[src/hdl/cfs_pkg.sv]
// ----------------------------------------------------------------------------
// cfs_pkg
// Types, constants and the byte-wide CRC-32C step for the frame scanner.
// ----------------------------------------------------------------------------
package cfs_pkg;

  localparam logic [31:0] CRC_POLY       = 32'h82F6_3B78;
  localparam logic [31:0] ALL_ONES       = 32'hFFFF_FFFF;
  localparam int unsigned MAGIC_BYTES    = 4;
  localparam int unsigned HEADER_BYTES   = 8;
  localparam int unsigned FRAME_OVERHEAD = 12;

  localparam logic [1:0] STATUS_OK        = 2'd0;
  localparam logic [1:0] STATUS_TRUNCATED = 2'd1;
  localparam logic [1:0] STATUS_BAD_MAGIC = 2'd2;
  localparam logic [1:0] STATUS_CRC_ERR   = 2'd3;

  typedef struct packed {
    logic [7:0] data_byte;
    logic       last_byte;
  } in_item_t;

  typedef struct packed {
    logic [1:0]  status;
    logic [31:0] payload_length;
    logic [31:0] crc_received;
    logic [31:0] crc_computed;
  } out_item_t;

  // reflected crc-32c, one byte folded in lsb first
  function automatic logic [31:0] crc32c_byte(input logic [31:0] crc_in,
                                              input logic [7:0]  data);
    logic [31:0] crc;
    crc = crc_in ^ {24'd0, data};
    for (int i = 0; i < 8; i++) begin
      if (crc[0]) begin
        crc = (crc >> 1) ^ CRC_POLY;
      end else begin
        crc = crc >> 1;
      end
    end
    return crc;
  endfunction

endpackage

[src/hdl/cfs_scan_core.sv]
// ----------------------------------------------------------------------------
// cfs_scan_core
// Per-byte frame state (count, header, running crc, wire crc) and the
// end-of-buffer status evaluation.
// ----------------------------------------------------------------------------
module cfs_scan_core #(
  parameter int COUNT_WIDTH = 32
) (
  input  logic               clk,
  input  logic               rst,
  input  logic               step,
  input  cfs_pkg::in_item_t  item,
  input  logic [31:0]        frame_magic,
  output cfs_pkg::out_item_t result
);
  import cfs_pkg::*;

  // compare width covers the counter and a length plus overhead
  localparam int EW = ((COUNT_WIDTH > 33) ? COUNT_WIDTH : 33) + 1;
  localparam logic [COUNT_WIDTH-1:0] CNT_MAX = {COUNT_WIDTH{1'b1}};

  logic [COUNT_WIDTH-1:0] byte_count, byte_count_next;
  logic [31:0] magic_shift, magic_shift_next;
  logic [31:0] length_shift, length_shift_next;
  logic [31:0] crc_running, crc_running_next;
  logic [31:0] wire_crc_shift, wire_crc_shift_next;

  logic [EW-1:0] idx_e, len_e, total_e, plen_e, need_e;
  logic          in_payload, in_wire, complete;
  logic [31:0]   plen, wire_val, calc_val;

  assign idx_e      = EW'(byte_count);
  assign len_e      = EW'(length_shift);
  assign in_payload = idx_e < (len_e + EW'(HEADER_BYTES));
  assign in_wire    = idx_e < (len_e + EW'(FRAME_OVERHEAD));

  always_comb begin
    byte_count_next     = byte_count;
    magic_shift_next    = magic_shift;
    length_shift_next   = length_shift;
    crc_running_next    = crc_running;
    wire_crc_shift_next = wire_crc_shift;
    // a saturated counter freezes the whole frame state
    if (byte_count != CNT_MAX) begin
      priority if (idx_e < EW'(MAGIC_BYTES)) begin
        magic_shift_next = {magic_shift[23:0], item.data_byte};
      end else if (idx_e < EW'(HEADER_BYTES)) begin
        length_shift_next = {length_shift[23:0], item.data_byte};
      end else if (in_payload) begin
        crc_running_next = crc32c_byte(crc_running, item.data_byte);
      end else if (in_wire) begin
        wire_crc_shift_next = {wire_crc_shift[23:0], item.data_byte};
      end else begin
        // bytes after the crc are ignored
      end
      byte_count_next = byte_count + COUNT_WIDTH'(1);
    end
  end

  always_ff @(posedge clk) begin
    if (rst || (step && item.last_byte)) begin
      byte_count     <= '0;
      magic_shift    <= '0;
      length_shift   <= '0;
      crc_running    <= ALL_ONES;
      wire_crc_shift <= '0;
    end else if (step) begin
      byte_count     <= byte_count_next;
      magic_shift    <= magic_shift_next;
      length_shift   <= length_shift_next;
      crc_running    <= crc_running_next;
      wire_crc_shift <= wire_crc_shift_next;
    end
  end

  // status as seen once the final byte is folded in
  assign total_e  = EW'(byte_count_next);
  assign plen     = (total_e >= EW'(HEADER_BYTES)) ? length_shift_next : 32'd0;
  assign plen_e   = EW'(plen);
  assign need_e   = plen_e + EW'(FRAME_OVERHEAD);
  assign complete = (total_e >= EW'(FRAME_OVERHEAD)) && (need_e <= total_e);
  assign wire_val = complete ? wire_crc_shift_next : 32'd0;
  assign calc_val = complete ? (crc_running_next ^ ALL_ONES) : 32'd0;

  always_comb begin
    result.payload_length = plen;
    result.crc_received   = wire_val;
    result.crc_computed   = calc_val;
    priority if (total_e < EW'(FRAME_OVERHEAD)) begin
      result.status = STATUS_TRUNCATED;
    end else if (magic_shift_next != frame_magic) begin
      result.status = STATUS_BAD_MAGIC;
    end else if (need_e > total_e) begin
      result.status = STATUS_TRUNCATED;
    end else if (wire_val != calc_val) begin
      result.status = STATUS_CRC_ERR;
    end else begin
      result.status = STATUS_OK;
    end
  end

endmodule

[src/hdl/crc_checked_frame_scanner_top.sv]
// ----------------------------------------------------------------------------
// crc_checked_frame_scanner_top
// Byte-stream frame scanner: magic, length, payload crc-32c check.
// ----------------------------------------------------------------------------
// the result is registered: a last byte passes the input register, then loads the result register
// throughput: one byte per cycle while nothing stalls, set by the byte-wide crc step in the core
// the input register advances while the result register waits, except a
// last byte, which waits for the result register to free up
// synchronous reset clears handshake state, frame state and frame_magic
module crc_checked_frame_scanner_top #(
  parameter int COUNT_WIDTH = 32
) (
  input  logic               clk,
  input  logic               rst,
  input  logic               item_valid,
  output logic               item_stall,
  input  cfs_pkg::in_item_t  item_data,
  output logic               result_valid,
  input  logic               result_stall,
  output cfs_pkg::out_item_t result_data,
  input  logic               cfg_valid,
  output logic               cfg_ready,
  input  logic [31:0]        cfg_data
);
  import cfs_pkg::*;

  logic        hold_valid;
  in_item_t    hold;
  logic        advance;
  logic        out_free;
  logic [31:0] frame_magic;
  out_item_t   core_result;

  assign cfg_ready  = 1'b1;
  assign out_free   = !result_valid || !result_stall;
  assign advance    = hold_valid && (!hold.last_byte || out_free);
  assign item_stall = hold_valid && !advance;

  always_ff @(posedge clk) begin
    if (rst) begin
      frame_magic <= '0;
    end else if (cfg_valid && cfg_ready) begin
      frame_magic <= cfg_data;
    end
  end

  always_ff @(posedge clk) begin
    if (rst) begin
      hold_valid <= 1'b0;
    end else if (!item_stall) begin
      hold_valid <= item_valid;
    end
  end

  always_ff @(posedge clk) begin
    if (item_valid && !item_stall) begin
      hold <= item_data;
    end
  end

  cfs_scan_core #(
    .COUNT_WIDTH(COUNT_WIDTH)
  ) u_core (
    .clk        (clk),
    .rst        (rst),
    .step       (advance),
    .item       (hold),
    .frame_magic(frame_magic),
    .result     (core_result)
  );

  always_ff @(posedge clk) begin
    if (rst) begin
      result_valid <= 1'b0;
    end else if (advance && hold.last_byte) begin
      result_valid <= 1'b1;
    end else if (!result_stall) begin
      result_valid <= 1'b0;
    end
  end

  // payload register loads only when a frame ends
  always_ff @(posedge clk) begin
    if (advance && hold.last_byte) begin
      result_data <= core_result;
    end
  end

endmodule
[config.mk]
export PLATFORM = sky130hd
export DESIGN_NAME = crc_checked_frame_scanner_top
export DESIGN_NICKNAME = d
export VERILOG_FILES = /design/src/hdl/cfs_pkg.sv /design/src/hdl/cfs_scan_core.sv /design/src/hdl/crc_checked_frame_scanner_top.sv
export SDC_FILE = /design/constraint.sdc
export NUM_CORES = 1
export LEC_CHECK = 0
export ABC_CLOCK_PERIOD_IN_PS = 10120
export BUFFER_PORTS_ARGS = -buffer_cell sky130_fd_sc_hd__buf_2
export CAP_MARGIN = 10
export CORE_MARGIN = 4
export CORE_UTILIZATION = 45
export DETAILED_ROUTE_END_ITERATION = 8
export PLACE_DENSITY = 0.74
export REMOVE_ABC_BUFFERS = 1
export SYNTH_ARGS = -nofsm -noshare
export SYNTH_HDL_FRONTEND = slang
export SYNTH_SLANG_ARGS = --single-unit
[constraint.sdc]
create_clock -name clk -period 10.12 [get_ports clk]
set_input_delay 2.024 -clock clk [delete_from_list [all_inputs] [get_ports clk]]
set_output_delay 2.024 -clock clk [all_outputs]
set_load 0.02 [all_outputs]
==> reports/qor.yml, run 1 <==
num_vias: 16440
worstSetupEndpointType: "flop"
yosysWarnings: 0
hpwl_um: 42800
drt_first_pass_iters: 8
final_cells: 2816
cts_tree: "yes"
fp.dieArea_sq_mm: 0.0462
wl_met2_um: 25400
grt_antenna_before_repair: 0
via_per_inst: 5.84
n_fill_cell: 3942
drt_iter0_markers: 1890
dp.cells: 2753
max_freq_ghz: 0.124
crit_path_max_incr_delay_ns: 0.63
critPathRequiredTime_ns: 10.38
std_cell_rows: 75
maxSlewViolCount: 0
slowest_stage: "dfxtp_1"
placed_area_sq_mm: 0.0201
fp.dieH_um: 215
path_clk_slew_ns: 0.07
clk_path_buf_depth: 3
cts_setup_buffers: 0
synth_ff_type: "dfxtp_1"
utilization_pct: 50.5
report.final.hold_viol_count: 0
num_antenna_cells: 0
cp.arrival_ns: 8.31
io_buffers: 145
netlist_instances: 2201
period_needed_ns: 8.05
grt_pass1_wl_um: 90400
layout.nets: 2395
tns_ns: 0
met1Wirelength_um: 26100
start_util_pct: 45.8
routed_wl_um: 57900
grtUsageTotal_pct: 24.2
coreArea_sq_mm: 0.0421
power.internal_w: 0.00213
peakVddDrop_mv: 0.122
design_area_sq_mm: 0.0213
grt_pass1_vias: 15588
regArea_sq_mm: 0.00710
synth-edff-count: 107
timing.final.crit_share_pct: 79.6
gr-total-overflow: 0
grt_setup_unrepaired: "false"
top_layer_used: "met4"
p_leak_nw: 8.29
die_x_um: 215
drc: 0
clk-insertion-delay-late_ns: 0.55
grt_max_degree: 101
io_pins: 147
p_per_area_mw_per_mm2: 136
cap_violations: 0
synth_cell_types: 88
pwr-share-seq_pct: 45.2
cts_root_buf: "clkbuf_16"
wl_met3_um: 4590
gp_congestion: 0.964
power_frac_clock_pct: 42.4
skew_ns: 0.0257
switchingPower_w: 0.000760
ys_ff_latch: 301
area_delta_synth_final_pct: 10.3
ant_nets: 0
synth-async-reset-ratio_pct: 0
pwr-share-comb_pct: 12.4
worstMarginPinSlew_ns: 1.22
slew_headroom_pct: 18.3
syn_area_sq_mm: 0.0193
ctsHtreeMaxLevel: 2
drive_gt1_share_pct: 13.4
cts_hold_buf: 0
cts_buffers: 35
hp-class: "flop to flop"
wl_per_cell_um: 20.6
status: "finished, final reports clean"
startpoint_type: "flop"
cts.sinks: 301
ys_seq_area_share_pct: 36.8
multi_input_area_sq_mm: 0.0114
syn_area_per_cell_sq_um: 8.76
sw_frac_of_total_pct: 26.3
worst-setup-path-type: "flop to flop"
cp_max_fo: 62
setup_viol: 0
post_cts_resized: 0
[cell usage in the layout (no fill, tap or decap), drive strengths merged, types with 54 or more instances in the layout]
| master | count |
|---|---|
| nor2 | 191 |
| o21ai | 76 |
| nand2 | 317 |
| nand3 | 84 |
| xnor2 | 172 |
| dfxtp | 194 |
| mux2i | 125 |
| nand4 | 54 |
| a21oi | 176 |
| xor2 | 82 |
| ha | 98 |
| buf | 169 |
| edfxtp | 107 |
[final cells by class]
| cell class | instances | area share, % |
|---|---|---|
| Multi-Input combinational cell | 1717 | 53.5 |
| Clock inverter | 15 | 0.700 |
| Inverter | 27 | 0.477 |
| Timing Repair Buffer | 169 | 4.26 |
| Sequential cell | 301 | 33.4 |
| Clock buffer | 48 | 4.54 |
| Tap cell | 539 | 3.17 |
[Yosys cell counts (25+ instances only)]
cell type  instances  share of area (%)
edfxtp_1         107                 17
a21oi_1          152                3.9
o211ai_1          31                1.2
nor2b_1           29               0.94
clkbuf_1          84                1.6
nor2_1           188                3.7
nor3_1            35               0.91
inv_1             26               0.51
a21o_1            26                1.0
nor4_1            25               0.81
nand3_1           83                2.2
nand4_1           53                1.7
o21ai_0           66                1.7
xnor2_1          168                7.6
mux2i_1          124                6.4
xor2_1            81                3.7
dfxtp_1          194                 20
ha_1              98                6.4
buf_2             39                1.0
nand2_1          316                6.2
[routing by layer]
| layer | up-vias | global-route usage [%] |
|---|---|---|
| met5 | - | 0 |
| met4 | 0 | 7.24 |
| met3 | 111 | 4.08 |
| met2 | 714 | 37.3 |
| met1 | 7753 | 34.9 |
| li1 | 7862 | - |
[per-stage QoR]
step / hold WS (ns) / worst slack [ns] / power, W
2_1_floorplan: 0.432 / 1.51 / 0.00159
4_1_cts: 0.455 / 2.10 / 0.00291
5_1_grt: 0.480 / 1.51 / 0.00300
3_3_place_gp: 0.439 / 2.20 / 0.00168
3_5_place_dp: 0.446 / 2.13 / 0.00168
6_report: 0.454 / 2.07 / 0.00289
[sequential cells by signal, indices dropped and copies added (netlist names)]
name and flops:
u_core.length_shift 32, u_core.crc_running 32, hold 9, frame_magic 32
u_core.byte_count 32, result_data 98, u_core.magic_shift 32, hold_valid 1
result_valid 1, u_core.wire_crc_shift 32
[logic make-up after synthesis]
| group | share of synthesized area [%] |
|---|---|
| multiplexers | 6.82 |
| adder cells (fa/ha/maj) | 6.36 |
| buffers and inverters | 4.43 |
| AND/OR/NAND/NOR | 21.2 |
| flip-flops | 36.8 |
| AO/OA/AOI/OAI | 12.7 |
| XOR/XNOR | 11.7 |
| other | 0.0194 |
[critical path, delay by kind of cell (launching register included)]
family                   cells  cell delay, ns
AND/OR/NAND/NOR             14            3.52
flip-flops                   1            0.63
XOR/XNOR                     2            0.32
AO/OA/AOI/OAI               10            1.96
adder cells (fa/ha/maj)      2            0.47
buffers and inverters        3            0.82
[power by group through the flow]
| stage | Clock [W] | Sequential, W | Combinational (W) |
|---|---|---|---|
| 2_1_floorplan | 0 | 0.00133 | 0.000256 |
| 3_3_place_gp | 0 | 0.00133 | 0.000350 |
| 3_5_place_dp | 0 | 0.00133 | 0.000352 |
| 4_1_cts | 0.00125 | 0.00131 | 0.000356 |
| 5_1_grt | 0.00130 | 0.00131 | 0.000391 |
| 6_report | 0.00123 | 0.00131 | 0.000359 |
[path summary, 6_finish.rpt]
path                                           from                                endpoint  slack (ns)  cells after the start
max              u_core.byte_count[12]$_SDFFE_PP0P_           result_data[96]$_SDFFCE_PN1P_        2.07                     31
min          u_core.wire_crc_shift[24]$_SDFFE_PP0P_  u_core.wire_crc_shift[24]$_SDFFE_PP0P_        0.45                      2
max reg2reg      u_core.byte_count[12]$_SDFFE_PP0P_           result_data[96]$_SDFFCE_PN1P_        2.07                     31
min reg2reg  u_core.wire_crc_shift[24]$_SDFFE_PP0P_  u_core.wire_crc_shift[24]$_SDFFE_PP0P_        0.45                      2
Power figures use the tool's default switching activity.
==> inputs of run 2 (changes only) <==
--- a/config.mk
+++ b/config.mk
@@ -5,13 +5,13 @@
 export SDC_FILE = /design/constraint.sdc
 export NUM_CORES = 1
 export LEC_CHECK = 0
-export ABC_CLOCK_PERIOD_IN_PS = 10120
+export ABC_CLOCK_PERIOD_IN_PS = 7300
 export BUFFER_PORTS_ARGS = -buffer_cell sky130_fd_sc_hd__buf_2
 export CAP_MARGIN = 10
 export CORE_MARGIN = 4
 export CORE_UTILIZATION = 45
 export DETAILED_ROUTE_END_ITERATION = 8
-export PLACE_DENSITY = 0.74
+export PLACE_DENSITY = 0.76
 export REMOVE_ABC_BUFFERS = 1
 export SYNTH_ARGS = -nofsm -noshare
 export SYNTH_HDL_FRONTEND = slang
==> constraint.sdc (replaced) <==
create_clock -name clk -period 7.3 [get_ports clk]
set_input_delay 1.46 -clock clk [delete_from_list [all_inputs] [get_ports clk]]
set_output_delay 1.46 -clock clk [all_outputs]
set_load 0.02 [all_outputs]
==> run 2 against run 1 <==
Clock power up 47%. Via count grew 5.3%. Core utilization increased by 1.9 points. Wire length rose by 4.2%. Critical path type unchanged. Largest cell class unchanged.
==> reports/qor.yml, run 2 (same netlist as run 1, synthesis figures left out) <==
report.final.hold_viol_count: 0
area_delta_synth_final_pct: 14.4
cp_max_fo: 18
routed_wl_um: 60400
fp.dieH_um: 215
cts_buffers: 35
timing.final.crit_share_pct: 95.3
slowest_stage: "o41ai_4"
cts_root_buf: "clkbuf_16"
path_clk_slew_ns: 0.06
grtUsageTotal_pct: 24.9
layout.nets: 2489
cts_hold_buf: 0
startpoint_type: "flop"
hp-class: "flop to flop"
worstSetupEndpointType: "flop"
placed_area_sq_mm: 0.0209
tns_ns: 0
io_pins: 147
grt_antenna_before_repair: 0
n_fill_cell: 3821
std_cell_rows: 75
gp_congestion: 0.965
r2r.worst_path.cells: 29
largest_reg_flops: 98
cts.sinks: 301
critPathRequiredTime_ns: 7.60
cap_violations: 0
maxSlewViolCount: 0
coreArea_sq_mm: 0.0421
num_vias: 17307
utilization_pct: 52.4
drt_first_pass_iters: 6
p_per_area_mw_per_mm2: 187
grt_pass1_wl_um: 92700
crit_top_cell: "buf_4"
worstMarginPinSlew_ns: 1.21
worst-setup-path-type: "flop to flop"
grt_pass1_vias: 16369
via_per_inst: 5.94
grt_max_degree: 83
setup_viol: 0
hpwl_um: 44400
period_needed_ns: 6.96
status: "finished, final reports clean"
mostFrequentLayoutCells: "314 x nand2_1, 192 x dfxtp_1, 185 x nor2_1"
path_depth: 29
ant_nets: 0
cts_tree: "yes"
io_buffers: 145
die_x_um: 215
largest_register: "result_data"
hold_depth: 2
gr-total-overflow: 0
drt_iter0_markers: 1974
start_util_pct: 45.8
ctsHtreeMaxLevel: 2
max_freq_ghz: 0.144
wl_per_cell_um: 20.7
peakVddDrop_mv: 0.205
drc: 0
fp.dieArea_sq_mm: 0.0462
path_buf_inv: 4
clk-insertion-delay-late_ns: 0.56
drive_gt1_share_pct: 17.2
cp.arrival_ns: 7.26
p_leak_nw: 8.81
crit_path_max_incr_delay_ns: 0.53
grt_setup_unrepaired: "false"
clk_path_buf_depth: 3
layout_commonest_cell: "nand2_1"
design_area_sq_mm: 0.0221
skew_ns: 0.0162
slew_headroom_pct: 19.3
crit_family: "compound AO/OA/AOI/OAI gates"
run 2: cell count changes in the layout (fill, tap and decap cells not counted), sizes merged:
cell / delta
buf: +94
clkbuf: -9
clkinv: +7
bufinv: +2
diode: +1
inv: +1
run 2: path summary, 6_finish.rpt:
path | from | to | slack (ns)
worst min register to register | u_core.magic_shift[29]$_SDFFE_PP0P_ | u_core.magic_shift[29]$_SDFFE_PP0P_ | 0.46
worst max-delay path | u_core.byte_count[0]$_SDFFE_PP0P_ | result_data[40]$_DFFE_PP_ | 0.34
worst max register to register | u_core.byte_count[0]$_SDFFE_PP0P_ | result_data[40]$_DFFE_PP_ | 0.34
worst min-delay path | u_core.magic_shift[29]$_SDFFE_PP0P_ | u_core.magic_shift[29]$_SDFFE_PP0P_ | 0.46
run 2: power by group:
| group | total (W) | switching [W] | internal [W] |
|---|---|---|---|
| clock | 0.00181 | 0.000771 | 0.00103 |
| sequential | 0.00180 | 0.0000333 | 0.00177 |
| combinational | 0.000518 | 0.000301 | 0.000217 |
run 2: cell type report:
type / instances / area (sq um) / share of cell area (%)
antenna: 1 / 2.50 / 0.0113
clock buffer: 39 / 922 / 4.18
clock inverter: 25 / 246 / 1.12
inverter: 27 / 101 / 0.459
multi-input combinational: 1717 / 11400 / 51.6
sequential: 301 / 7100 / 32.2
tap: 539 / 674 / 3.06
timing repair buffer: 263 / 1640 / 7.43
run 2: what timing repair did:
| item | 4_1_cts | 5_1_grt |
|---|---|---|
| setup endpoints to repair | 0 | 64 |
| buffers inserted | 0 | 3 |
| gates resized for setup | 0 | 6 |
run 2: per-stage QoR:
step	setup slack [ns]	hold WS [ns]	std cells	total power (W)
2_1_floorplan	-1.31	0.432	2045	0.00220
3_3_place_gp	0.445	0.440	2844	0.00234
3_5_place_dp	0.222	0.447	2844	0.00234
4_1_cts	0.189	0.455	2908	0.00415
5_1_grt	0.0149	0.472	2911	0.00426
6_report	0.340	0.456	2912	0.00412
run 2: tightest hold or removal path, stage by stage (launching register included):
cell and delay [ns]:
dfxtp_1 0.30, nand2_1 0.05, a21oi_1 0.06
run 2: routing by layer:
layer	GRT usage (%)	vias to the layer above	share of wire (%)	wire length, um
li1	-	8051	-	-
met2	37.9	802	44	26300
met3	4.66	137	8.5	5140
met5	0	-	0	0
met4	7.39	0	2.8	1710
met1	36.1	8317	45	27200
